File: config.mk
export PLATFORM = sky130hd
export DESIGN_NAME = sector_cache_and_zero_run_coalescer
export DESIGN_NICKNAME = d
export VERILOG_FILES = /design/src/sv/sczr_pkg.sv /design/src/sv/sczr_ram.sv /design/src/sv/sector_cache_and_zero_run_coalescer.sv
export VERILOG_INCLUDE_DIRS = /design/src /design/src/sv
export SDC_FILE = /design/constraint.sdc
export NUM_CORES = 2
export LEC_CHECK = 0
export BUFFER_PORTS_ARGS = -buffer_cell sky130_fd_sc_hd__buf_2
export CAP_MARGIN = 20
export CORE_MARGIN = 2
export CORE_UTILIZATION = 50
export CTS_CLUSTER_DIAMETER = 100
export DETAILED_ROUTE_END_ITERATION = 10
export PLACE_DENSITY = 0.66
export REMOVE_ABC_BUFFERS = 1
export SLEW_MARGIN = 15
export SYNTH_ARGS = -nofsm -noshare
export SYNTH_HDL_FRONTEND = slang
export SYNTH_HIERARCHICAL = 1
export SYNTH_SLANG_ARGS = --single-unit
File: constraint.sdc
create_clock -name clk -period 10.25 [get_ports clk]
set_input_delay 0.5125 -clock clk [delete_from_list [all_inputs] [get_ports clk]]
set_output_delay 0.5125 -clock clk [all_outputs]
set_load 0.02 [all_outputs]
File: src/sv/assert_macros.svh
// Assertion macros shared by the RTL of the sector cache and zero-run coalescer.
// Simulation builds get concurrent assertions; synthesis builds get empty bodies.
// No dependencies.
`ifndef ASSERT_MACROS_SVH
`define ASSERT_MACROS_SVH

`ifndef SYNTHESIS

// Checks an implication property on every rising clock edge outside reset.
`define SCZR_ASSERT(label, clk, rst_n, prop, msg) \
  label: assert property (@(posedge clk) disable iff (!rst_n) prop) else $error(msg);

// Checks a plain condition on every rising clock edge outside reset.
`define SCZR_ASSERT_ALWAYS(label, clk, rst_n, cond, msg) \
  `SCZR_ASSERT(label, clk, rst_n, (1'b1 |-> (cond)), msg)

`else

`define SCZR_ASSERT(label, clk, rst_n, prop, msg)
`define SCZR_ASSERT_ALWAYS(label, clk, rst_n, cond, msg)

`endif

`endif

File: src/sv/sczr_pkg.sv
// Types and constants for the sector cache and zero-run coalescer.
// Holds request and action codes, the controller states and the port widths.
// No dependencies.
package sczr_pkg;

  localparam int COUNT_W      = 8;
  localparam int RUN_W        = 24;
  localparam int OUT_SECTOR_W = 32;
  localparam int SLOT_W       = 6;

  localparam int IN_DATA_W  = 40;
  localparam int IN_USER_W  = 3;
  localparam int OUT_DATA_W = 64;
  localparam int OUT_USER_W = 3;

  localparam logic [1:0] CMD_READ  = 2'd0;
  localparam logic [1:0] CMD_WRITE = 2'd1;
  localparam logic [1:0] CMD_SYNC  = 2'd2;

  typedef enum logic [2:0] {
    ACT_FLUSH     = 3'd0,
    ACT_HIT       = 3'd1,
    ACT_DEV_READ  = 3'd2,
    ACT_DEV_WRITE = 3'd3,
    ACT_ABSORB    = 3'd4,
    ACT_SYNC_DONE = 3'd5
  } action_t;

  typedef enum logic [2:0] {
    ST_IDLE,
    ST_SCAN,
    ST_CLAIM,
    ST_EMIT_FLUSH,
    ST_EMIT_MAIN
  } state_t;

endpackage

File: src/sv/sczr_ram.sv
// Generic single-port-write, single-port-read synchronous RAM.
// Read data is registered, so it appears in the cycle after the address.
// No dependencies.
module sczr_ram #(
  parameter int WIDTH = 32,
  parameter int DEPTH = 64
) (
  input  logic                     clk,
  input  logic                     we,
  input  logic [$clog2(DEPTH)-1:0] waddr,
  input  logic [WIDTH-1:0]         wdata,
  input  logic [$clog2(DEPTH)-1:0] raddr,
  output logic [WIDTH-1:0]         rdata
);

  logic [WIDTH-1:0] mem [DEPTH];

  always_ff @(posedge clk) begin
    if (we) begin
      mem[waddr] <= wdata;
    end
    rdata <= mem[raddr];
  end

endmodule

File: src/sv/sector_cache_and_zero_run_coalescer.sv
// Sector cache and zero-run coalescer: top level.
// Uses sczr_pkg for codes and widths, sczr_ram for the tag store, and
// assert_macros.svh for its checks.
//
// Requests come in on the in_ channel: in_tuser carries the command (read,
// write, sync) and the all-zero flag, in_tdata the first sector and the count.
// Each request with a known command gives one or two results on the out_
// channel: an optional flush of the pending zero run, then the request's own
// action with out_tlast high; the unused command code gives none. One request
// is in work at a time; in_tready is high while the controller is idle, also
// while the final result still waits in the output register. Reads and
// non-absorbed writes scan the whole tag memory, one entry a cycle through its
// read port, then claim a slot before their results are loaded; syncs and
// absorbed zero writes skip the scan and the claim. A stalled receiver holds
// the output register and the controller waits with it; no result is dropped.
// Reset empties the zero run, sets the replacement pointer to slot 0 and
// zeroes the count of filled slots, so no clearing pass is needed and a
// request is taken in the first cycle after reset.
module sector_cache_and_zero_run_coalescer #(
  parameter int CACHE_ENTRIES = 64,
  parameter int SECTOR_BITS   = 32
) (
  input  logic                               clk,
  input  logic                               rst_n,
  input  logic                               in_tvalid,
  output logic                               in_tready,
  // [31:0] sector_addr, [39:32] sector_count
  input  logic [sczr_pkg::IN_DATA_W-1:0]     in_tdata,
  // [1:0] cmd, [2] all_zero
  input  logic [sczr_pkg::IN_USER_W-1:0]     in_tuser,
  output logic                               out_tvalid,
  input  logic                               out_tready,
  // [31:0] out_sector, [55:32] out_count, [61:56] slot, [63:62] zero
  output logic [sczr_pkg::OUT_DATA_W-1:0]    out_tdata,
  // [2:0] action
  output logic [sczr_pkg::OUT_USER_W-1:0]    out_tuser,
  output logic                               out_tlast
);

  import sczr_pkg::*;

  `include "assert_macros.svh"

  localparam int IDX_W = $clog2(CACHE_ENTRIES);
  localparam logic [IDX_W-1:0] IDX_LAST = IDX_W'(CACHE_ENTRIES - 1);
  localparam int SUM_W = (SECTOR_BITS > RUN_W) ? SECTOR_BITS : RUN_W;

  // Request capture and run bookkeeping.
  state_t                  state_r, state_nxt;
  logic [1:0]              req_cmd_r;
  logic [SECTOR_BITS-1:0]  req_sector_r;
  logic [COUNT_W-1:0]      req_count_r;
  logic                    flush_pend_r;
  logic [SECTOR_BITS-1:0]  flush_start_r;
  logic [RUN_W-1:0]        flush_len_r;
  action_t                 main_act_r;
  logic [IDX_W-1:0]        main_slot_r;
  logic [SECTOR_BITS-1:0]  run_start_r;
  logic [RUN_W-1:0]        run_len_r;
  logic [IDX_W-1:0]        ptr_r;
  logic [IDX_W:0]          fill_r;

  // Tag scan pipeline.
  logic [IDX_W-1:0]        scan_idx_r;
  logic                    cmp_vld_r;
  logic [IDX_W-1:0]        cmp_idx_r;
  logic                    found_r;
  logic [IDX_W-1:0]        found_idx_r;
  logic [SECTOR_BITS-1:0]  tag_rdata;

  // Output register.
  logic                    out_vld_r;
  action_t                 out_act_r;
  logic [OUT_SECTOR_W-1:0] out_sector_r;
  logic [RUN_W-1:0]        out_count_r;
  logic [SLOT_W-1:0]       out_slot_r;
  logic                    out_last_r;

  // Input decode.
  logic [1:0]              in_cmd;
  logic                    in_zero;
  logic [SECTOR_BITS-1:0]  in_sector;
  logic [COUNT_W-1:0]      in_count;
  logic                    in_acc;
  logic                    run_active;
  logic [SUM_W-1:0]        run_end_sum;
  logic [SECTOR_BITS-1:0]  run_end;
  logic [RUN_W:0]          run_grow;
  logic                    contig;
  logic                    acc_flush;
  logic                    acc_absorb;
  logic                    acc_scan;
  logic                    acc_known;
  action_t                 acc_act;

  // Controller strobes and claim decision.
  logic                    out_free;
  logic                    ld_flush;
  logic                    ld_main;
  logic                    in_claim;
  logic                    tag_live;
  logic                    hit_cmp;
  logic                    read_hit;
  logic [IDX_W-1:0]        claim_slot;
  logic [IDX_W-1:0]        claim_ptr;
  logic                    tag_we;

  assign in_cmd    = in_tuser[1:0];
  assign in_zero   = in_tuser[2];
  assign in_sector = SECTOR_BITS'(in_tdata[31:0]);
  assign in_count  = in_tdata[39:32];
  assign in_tready = (state_r == ST_IDLE);
  assign in_acc    = in_tvalid && in_tready;

  assign run_active  = (run_len_r != '0);
  assign run_end_sum = SUM_W'(run_start_r) + SUM_W'(run_len_r);
  assign run_end     = run_end_sum[SECTOR_BITS-1:0];
  assign run_grow    = {1'b0, run_len_r} + (RUN_W + 1)'(in_count);
  assign contig      = !run_active || (in_sector == run_end);

  always_comb begin
    acc_flush  = 1'b0;
    acc_absorb = 1'b0;
    acc_scan   = 1'b0;
    acc_known  = 1'b1;
    acc_act    = ACT_SYNC_DONE;
    unique case (in_cmd)
      CMD_READ: begin
        acc_flush = run_active;
        acc_scan  = 1'b1;
        acc_act   = ACT_DEV_READ;
      end
      CMD_WRITE: begin
        if (contig && in_zero) begin
          // Absorbed; a run past its largest length is flushed and starts anew.
          acc_absorb = 1'b1;
          acc_flush  = run_active && run_grow[RUN_W];
          acc_act    = ACT_ABSORB;
        end else begin
          acc_flush = !contig;
          acc_scan  = 1'b1;
          acc_act   = ACT_DEV_WRITE;
        end
      end
      CMD_SYNC: begin
        acc_flush = run_active;
        acc_act   = ACT_SYNC_DONE;
      end
      default: begin
        acc_known = 1'b0;
      end
    endcase
  end

  // Tag store.
  sczr_ram #(
    .WIDTH (SECTOR_BITS),
    .DEPTH (CACHE_ENTRIES)
  ) u_tags (
    .clk   (clk),
    .we    (tag_we),
    .waddr (claim_slot),
    .wdata (req_sector_r),
    .raddr (scan_idx_r),
    .rdata (tag_rdata)
  );

  // A slot is claimed either at the pointer or where its tag already matches,
  // so the written slots always form a prefix of the store that fill_r counts.
  assign tag_live = ({1'b0, cmp_idx_r} < fill_r);

  // Sector zero is never a hit, so a slot holding tag zero never matches.
  assign hit_cmp = cmp_vld_r && tag_live && (tag_rdata == req_sector_r) &&
                   (req_sector_r != '0);

  assign read_hit   = (req_cmd_r == CMD_READ) && (req_count_r == COUNT_W'(1)) && found_r;
  assign claim_slot = found_r ? found_idx_r : ptr_r;
  assign claim_ptr  = (claim_slot == IDX_LAST) ? '0 : claim_slot + IDX_W'(1);
  assign tag_we     = in_claim && !read_hit;
  assign out_free   = !out_vld_r || out_tready;

  always_comb begin
    state_nxt = state_r;
    ld_flush  = 1'b0;
    ld_main   = 1'b0;
    in_claim  = 1'b0;
    unique case (state_r)
      ST_IDLE: begin
        if (in_acc && acc_known) begin
          if (acc_scan) begin
            state_nxt = ST_SCAN;
          end else if (acc_flush) begin
            state_nxt = ST_EMIT_FLUSH;
          end else begin
            state_nxt = ST_EMIT_MAIN;
          end
        end
      end
      ST_SCAN: begin
        if (cmp_vld_r && (cmp_idx_r == IDX_LAST)) begin
          state_nxt = ST_CLAIM;
        end
      end
      ST_CLAIM: begin
        in_claim  = 1'b1;
        state_nxt = flush_pend_r ? ST_EMIT_FLUSH : ST_EMIT_MAIN;
      end
      ST_EMIT_FLUSH: begin
        if (out_free) begin
          ld_flush  = 1'b1;
          state_nxt = ST_EMIT_MAIN;
        end
      end
      ST_EMIT_MAIN: begin
        if (out_free) begin
          ld_main   = 1'b1;
          state_nxt = ST_IDLE;
        end
      end
      default: begin
        state_nxt = ST_IDLE;
      end
    endcase
  end

  always_ff @(posedge clk) begin
    if (!rst_n) begin
      state_r   <= ST_IDLE;
      run_len_r <= '0;
      ptr_r     <= '0;
      fill_r    <= '0;
      cmp_vld_r <= 1'b0;
      found_r   <= 1'b0;
      out_vld_r <= 1'b0;
    end else begin
      state_r   <= state_nxt;
      cmp_vld_r <= (state_r == ST_SCAN);
      if (in_acc) begin
        found_r <= 1'b0;
        if (acc_absorb) begin
          run_len_r <= (acc_flush ? RUN_W'(0) : run_len_r) + RUN_W'(in_count);
        end else if (acc_flush) begin
          run_len_r <= '0;
        end
      end else if (hit_cmp) begin
        found_r <= 1'b1;
      end
      if (tag_we) begin
        ptr_r <= claim_ptr;
        if ({1'b0, claim_slot} == fill_r) begin
          fill_r <= fill_r + (IDX_W + 1)'(1);
        end
      end
      if (ld_flush || ld_main) begin
        out_vld_r <= 1'b1;
      end else if (out_tready) begin
        out_vld_r <= 1'b0;
      end
    end
  end

  always_ff @(posedge clk) begin
    if (in_acc) begin
      req_cmd_r     <= in_cmd;
      req_sector_r  <= in_sector;
      req_count_r   <= in_count;
      flush_pend_r  <= acc_flush;
      flush_start_r <= run_start_r;
      flush_len_r   <= run_len_r;
      main_act_r    <= acc_act;
      main_slot_r   <= '0;
      scan_idx_r    <= '0;
      if (acc_absorb && (acc_flush || !run_active)) begin
        run_start_r <= in_sector;
      end
    end
    if (state_r == ST_SCAN && scan_idx_r != IDX_LAST) begin
      scan_idx_r <= scan_idx_r + IDX_W'(1);
    end
    cmp_idx_r <= scan_idx_r;
    if (hit_cmp && !found_r) begin
      found_idx_r <= cmp_idx_r;
    end
    if (in_claim) begin
      main_slot_r <= claim_slot;
      if (read_hit) begin
        main_act_r <= ACT_HIT;
      end
    end
    if (ld_flush) begin
      out_act_r    <= ACT_FLUSH;
      out_sector_r <= OUT_SECTOR_W'(flush_start_r);
      out_count_r  <= flush_len_r;
      out_slot_r   <= '0;
      out_last_r   <= 1'b0;
    end else if (ld_main) begin
      out_act_r    <= main_act_r;
      out_sector_r <= (main_act_r == ACT_SYNC_DONE) ? '0 : OUT_SECTOR_W'(req_sector_r);
      out_count_r  <= (main_act_r == ACT_SYNC_DONE) ? '0 : RUN_W'(req_count_r);
      out_slot_r   <= SLOT_W'(main_slot_r);
      out_last_r   <= 1'b1;
    end
  end

  assign out_tvalid = out_vld_r;
  assign out_tuser  = out_act_r;
  assign out_tlast  = out_last_r;
  assign out_tdata  = {2'b00, out_slot_r, out_count_r, out_sector_r};

  `SCZR_ASSERT(a_flush_not_last, clk, rst_n,
    (out_tvalid && out_tuser == ACT_FLUSH) |-> !out_tlast, "flush result marked last")
  `SCZR_ASSERT(a_hit_single, clk, rst_n,
    (out_tvalid && out_tuser == ACT_HIT) |-> (out_tdata[55:32] == 24'd1),
    "cache hit on a multi-sector read")
  `SCZR_ASSERT(a_read_empties_run, clk, rst_n,
    (in_acc && in_cmd == CMD_READ) |=> (run_len_r == '0),
    "zero run left pending after a read")
  `SCZR_ASSERT(a_found_in_range, clk, rst_n,
    (state_r == ST_SCAN && found_r) |-> (found_idx_r <= cmp_idx_r),
    "match index beyond the scanned slots")

endmodule

* Word level (Yosys, flattened, before mapping)
Memories as Yosys holds them, arrays and structs flattened. A register that Yosys moved wholly into a read port is not among the register bits. Cells that the tools add are included.
Storage, ports and cells: register bits after elaboration 267, bits in latches 0, memory bits (writable) 2048, ROM bits 0, input bits 47, logic and storage cells 130, memories kept 1
Memories:
- u_tags.mem | words 64, width 32, rd ports 1, clocked after memory_dff 1, write ports 1, line sczr_ram.sv:16 | logic [WIDTH-1:0] mem [DEPTH];
Operators by class: $add $sub $neg 6, multiply operators 0, div/mod/pow operators 0, $lt $le $gt $ge 1, eq/ne operators 18, shift operators 0, mux-type cells 41, bitwise gates (word level) 1, reductions and logical operators 38
Operators by type and width (number):
- $mux W24 | 4
- $mux W32 | 3
- $eq A32 B32 Y1 | 2
- $mux W3 | 11
- $add A32 B24 Y32 | 1
- $reduce_bool A32 Y1 | 1
- $mux W6 | 5
- $add A24 B8 Y25 | 1
- $add A24 B8 Y24 | 1
- $reduce_bool A24 Y1 | 1
- $pmux W3 S5 | 1
- $logic_and A1 B1 Y1 | 14
- $mux W1 | 13
- $add A6 B1 Y6 const B | 2
- $eq A6 B6 Y1 const B | 2
- $eq A8 B1 Y1 const B | 1
- $mux W8 | 1
- $reduce_bool A2 Y1 | 4
- $add A7 B1 Y7 const B | 1
- $eq A6 B7 Y1 | 1
- $lt A6 B7 Y1 | 1
- $eq A3 B2 Y1 const B | 2
- $eq A3 B3 Y1 const B | 2
- $ne A2 B2 Y1 const B | 3
- 16 further kinds | 27

* Depth between registers and ports, before layout
depth after elaboration 10, mapped depth 27, gate-level depth less buffers 26

* Modules after synthesis
The synthesis kept the hierarchy.
By module, submodules not included:
- sczr_ram | times used 1, cells each 3324, area an instance 78515.3 µm², sequential area each 62139.6 µm²
- sector_cache_and_zero_run_coalescer | times used 1, cells each 1217, area an instance 13221.4 µm², sequential area each 7397.1 µm²

* Worst setup path before layout
OpenSTA, ideal clock, no wires.
path kind flip-flop to flip-flop, start point register run_start_r[0], end point register run_len_r[14], arrival 5.953 ns, required time 10.180 ns, path slack 4.227 ns, stages on the path, launching flop included 28, path buffers 1, period minus slack after synthesis 6.023 ns, path through edfxtp_1 ha_1 fa_1 a21o_1 a221o_1 a41oi_1 mux2i_1 o31a_1 nand4_1 or4_4 o31ai_4 o21ba_2 buf_2 and2_1 ha_1 inv_1 fa_1 nor2b_1 o21ai_0 nand2b_1 a21oi_1 o21bai_1 a21o_1 a21oi_1 nor2_1 nand3_1 or4_1 a21oi_1
On the way: word-level cells in the longest chain between the ends 9, elaborated cells between the ends (all ways) 12
RTL lines:
- from (decl) | line sector_cache_and_zero_run_coalescer.sv:58 | logic [SECTOR_BITS-1:0] run_start_r;
- from (signal assigned) | line sector_cache_and_zero_run_coalescer.sv:274 | run_start_r <= in_sector;
- $add A32 B24 Y32 (*) | line sector_cache_and_zero_run_coalescer.sv:116 | assign run_end_sum = SUM_W'(run_start_r) + SUM_W'(run_len_r);
- $eq A32 B32 Y1 (*) | line sector_cache_and_zero_run_coalescer.sv:119 | assign contig = !run_active || (in_sector == run_end);
- $logic_or A1 B1 Y1 (*) | line sector_cache_and_zero_run_coalescer.sv:119
- $logic_not A1 Y1 / $logic_and A1 B1 Y1 (equally long branches) | line sector_cache_and_zero_run_coalescer.sv:140, sector_cache_and_zero_run_coalescer.sv:134
- $mux W1 | line sector_cache_and_zero_run_coalescer.sv:134 | if (contig && in_zero) begin
- $pmux W1 S2 | line sector_cache_and_zero_run_coalescer.sv:127 | unique case (in_cmd)
- $mux W24
- $add A24 B8 Y24 | line sector_cache_and_zero_run_coalescer.sv:241 | run_len_r <= (acc_flush ? RUN_W'(0) : run_len_r) + RUN_W'(in_count);
- $mux W24 (*) | line sector_cache_and_zero_run_coalescer.sv:240 | if (acc_absorb) begin
- to (signal assigned) | line sector_cache_and_zero_run_coalescer.sv:241
- to (decl) | line sector_cache_and_zero_run_coalescer.sv:59 | logic [RUN_W-1:0] run_len_r;
Every way passes the cells marked *; elsewhere a longest branch is shown, timed or not. A chain may end at the register's enable or synchronous reset.

* Worst setup path in the final report
Same ends and word-level chain as after synthesis.

==> flow_metrics.tcl <==
set metrics [dict create \
    rows 157 \
    cts_buffer_depth 3 \
    sequentialPowerShare_pct 43.2 \
    pwr-share-clk_pct 31.2 \
    setup-violations-final 0 \
    nets 4949 \
    grt_usage_pct 25.0 \
    critPathLaunchType "flop" \
    power.switching_w 0.00787 \
    die-width_microns 432 \
    routedWlPerCell_microns 31.3 \
    grt_max_degree 105 \
    hold_path_class "in -> reg" \
    worstSetupEndpoint "run_len_r[14]$_SDFFE_PN0P_" \
    h-tree-depth 4 \
    syn2layout_area_growth_pct 13.1 \
    synth_edf_count 2253 \
    combPwrFrac_pct 25.6 \
    status "finished clean" \
    dr_total_vias 46800 \
    synth_cell_types 82 \
    fmax_ghz 0.134 \
    r2r_slack_ps 2800 \
    yosys_register_bits 2347 \
    cts_tree "built" \
    place_area_sq_um 95900 \
    r2r_cells 26 \
    power.leakage_nw 32.9 \
    synth-xor-area-share_pct 1.03 \
    drc_errors 0 \
    rsz0062_at_grt "false" \
    yosysWarnings 6 \
    synth_seq_area_share_pct 75.8 \
    dp_hpwl_microns 129000 \
    synth-simple-area-share_pct 3.72 \
    reg2reg_to "run_len_r[14]$_SDFFE_PN0P_" \
    worst_pin_slew_ps 1160 \
    required_ps 11010 \
    synth_mux_area_share_pct 14.5 \
    cts_made_buffers 229 \
    p_per_area_nw_per_um2 256 \
    layout-drive-gt1-share_pct 24.3 \
    finalHoldViolations 0 \
    wirelength_microns 233000 \
    async_flop_share_pct 0 \
    root_buffer "clkbuf_16" \
    avgSynthCellArea_sq_um 20.2 \
    drv_slew 0 \
    firstDrtPassIters 8 \
    clkSinkCount 2347 \
    drt_iter0_drc 5584 \
    start_util_pct 50.2 \
    overflow 0 \
    arrival_ps 8210 \
    grt_pass1_wl_microns 333000 \
    period_minus_slack_ps 7450 \
    fin_cells 7440 \
    ios 117 \
    netlist_area_sq_um 91700 \
    first_global_vias 46800 \
    viasPerCell 6.28 \
    clkTransAtPathRegs_ps 60 \
    swShare_pct 29.6 \
    irDropWorstVdd_v 0.000279 \
    worstSkewPairLatency_ps 840 \
    syn_inst 4541 \
    timing.rr.start "run_start_r[0]$_DFFE_PP_" \
    crit_path_max_fanout 18 \
    port_buffers 114 \
    skew_ps 31.1 \
    ys.flop_type "edfxtp_1" \
    endpoint_kind "flop" \
    synth_compound_area_share_pct 2.94 \
    gp_congestion 0.876 \
    p_int_w 0.0187 \
    cap_violations 0 \
    fin_crit_sh_pct 72.7 \
    antenna_found_initial 8 \
    die_h_microns 432 \
    coreArea_sq_um 183000 \
    cts_resized 0 \
    synth_top_family_by_area "multiplexers" \
    crit_path_start "run_start_r[0]$_DFFE_PP_" \
    synthAdderAreaFrac_pct 0.685 \
    dp_cells 6963 \
    dieArea_sq_um 187000 \
    ant_nets 0 \
    final_cell_area_sq_um 104000 \
    timing.setup.critical_path_class "reg -> reg" \
    slew_headroom_pct 22.5 \
]
cell usage after synthesis, types with 6 or more instances:
library cell / instances / area share (%)
nand3_1: 85 / 0.46
o22ai_1: 89 / 0.61
a211oi_1: 6 / 0.049
and2_1: 30 / 0.20
a21o_1: 12 / 0.098
o21a_1: 8 / 0.065
mux2i_1: 105 / 1.1
edfxtp_1: 2253 / 74
nor2b_1: 20 / 0.14
a311oi_1: 8 / 0.076
buf_4: 29 / 0.24
nand2_1: 185 / 0.76
xnor2_1: 51 / 0.49
and3_1: 22 / 0.15
a22oi_1: 20 / 0.16
nand3b_1: 10 / 0.082
ha_1: 47 / 0.64
o21ai_0: 33 / 0.18
dfxtp_1: 94 / 2.1
nor3_1: 31 / 0.17
buf_6: 6 / 0.074
buf_1: 22 / 0.090
a21oi_1: 125 / 0.68
a31oi_1: 9 / 0.061
inv_1: 30 / 0.12
nand2b_1: 16 / 0.11
a22o_1: 8 / 0.076
nor4_1: 30 / 0.20
buf_2: 65 / 0.35
xor2_1: 57 / 0.54
o32ai_1: 6 / 0.057
nand4_1: 36 / 0.25
nor2_1: 220 / 0.90
mux4_2: 544 / 13
clkbuf_1: 105 / 0.43
o221ai_1: 28 / 0.27
or3_1: 6 / 0.041
routing by layer:
metal / wire, microns / track usage [%] / vias up
met1: 93000 / 35.0 / 24900
li1: - / - / 19400
met4: 7250 / 7.49 / 0
met5: 0 / 0 / -
met3: 20200 / 4.99 / 383
met2: 112000 / 40.2 / 2037
worst min-delay path by stage:
stage / startpoint / endpoint / slack (ps) / cells past startpoint
global placement: run_start_r[7]$_DFFE_PP_ / flush_start_r[7]$_DFFE_PP_ / 440 / 0
global route: rst_n / run_len_r[8]$_SDFFE_PN0P_ / 40 / 2
detailed placement: cmp_idx_r[0]$_DFF_P_ / found_idx_r[0]$_DFFE_PP_ / 440 / 0
floorplan: cmp_idx_r[0]$_DFF_P_ / found_idx_r[0]$_DFFE_PP_ / 420 / 0
finish: rst_n / run_len_r[9]$_SDFFE_PN0P_ / 70 / 2
CTS: rst_n / run_len_r[9]$_SDFFE_PN0P_ / 20 / 2
power by group through the flow:
stage / Clock [W] / Sequential (W) / Combinational, W
floorplan: 0 / 0.0126 / 0.00477
global placement: 0 / 0.0117 / 0.00676
detailed placement: 0 / 0.0117 / 0.00682
CTS: 0.00843 / 0.0115 / 0.00685
global route: 0.00879 / 0.0115 / 0.00715
finish: 0.00829 / 0.0115 / 0.00680
sequential cells by signal, summed over array words and instances, names as in the netlist, 7 cells and up:
signal and flops:
u_tags/mem 2048, flush_start_r 32, out_sector_r 32, req_sector_r 32, run_start_r 32, u_tags/rdata 32, flush_len_r 24, out_count_r 24
run_len_r 24, req_count_r 8, fill_r 7
placed cells by master (no fill, tap or decap), types with 47 or more instances in the layout:
cell type  synthesis  routed
a21oi_1          125     125
xnor2_1           51      51
nor2_4             0      62
clkbuf_16          0     235
ha_1              47      47
buf_4             29     145
xor2_1            57      57
buf_2             65     114
mux4_2           544     544
o22ai_1           89      89
nor2_1           220     158
clkinv_1           1      51
nand3_1           85      84
clkbuf_1         105      48
nand2_1          185     184
dfxtp_1           94      94
edfxtp_1        2253    2253
mux2i_1          105     105
critical path, cell delays in order (launching register included):
cell      delay, ps
edfxtp_1        390
ha_1            250
fa_1            420
a21o_1          220
a221o_1         410
a41oi_1         590
mux2i_1         250
o31a_1          180
nand4_1         120
or4_4           490
o31ai_4         750
o21ba_2         440
and2_1          180
ha_1            160
inv_1            60
fa_1            430
nor2b_1         120
o21ai_0          80
nand2b_1        110
a21oi_1          70
o21bai_1        200
a21o_1          150
a21oi_1          60
nor2_1          470
nand3_1         170
or4_1           440
a21oi_1         140
kinds of logic after synthesis:
group | Yosys count
XOR/XNOR | 108
AND/OR/NAND/NOR | 719
flip-flops | 2347
AO/OA/AOI/OAI | 409
multiplexers | 649
adder cells (fa/ha/maj) | 49
other | 1
buffers and inverters | 259
repair_timing:
item	4_1_cts	5_1_grt
hold buffers	42	0
endpoints found under the setup margin	0	0
endpoints found under the hold margin	73	0
setup buffers	0	0
stage by stage:
stage          utilization [%]  TNS (ps)  hold slack (ps)  setup slack, ps  power [W]
6_report                  56.8         0             65.8             2800     0.0266
5_1_grt                   56.8         0             41.6             2270     0.0274
4_1_cts                   56.8         0             15.4             2820     0.0267
3_5_place_dp              52.5         0              439             2890     0.0185
3_3_place_gp              52.5         0              437             2820     0.0184
2_1_floorplan                -   -503460              422           -12660     0.0174
area by class of cell:
| cell class | count | area (sq um) |
|---|---|---|
| Multi-Input combinational cell | 1936 | 21500 |
| Clock inverter | 135 | 1230 |
| Inverter | 31 | 119 |
| Sequential cell | 2347 | 69500 |
| Clock buffer | 293 | 6200 |
| Timing Repair Buffer | 308 | 2210 |
| Fill cell | 13500 | 78900 |
| Tap cell | 2385 | 2980 |
| Antenna cell | 5 | 12.5 |
(Power assumes the default switching activity.)
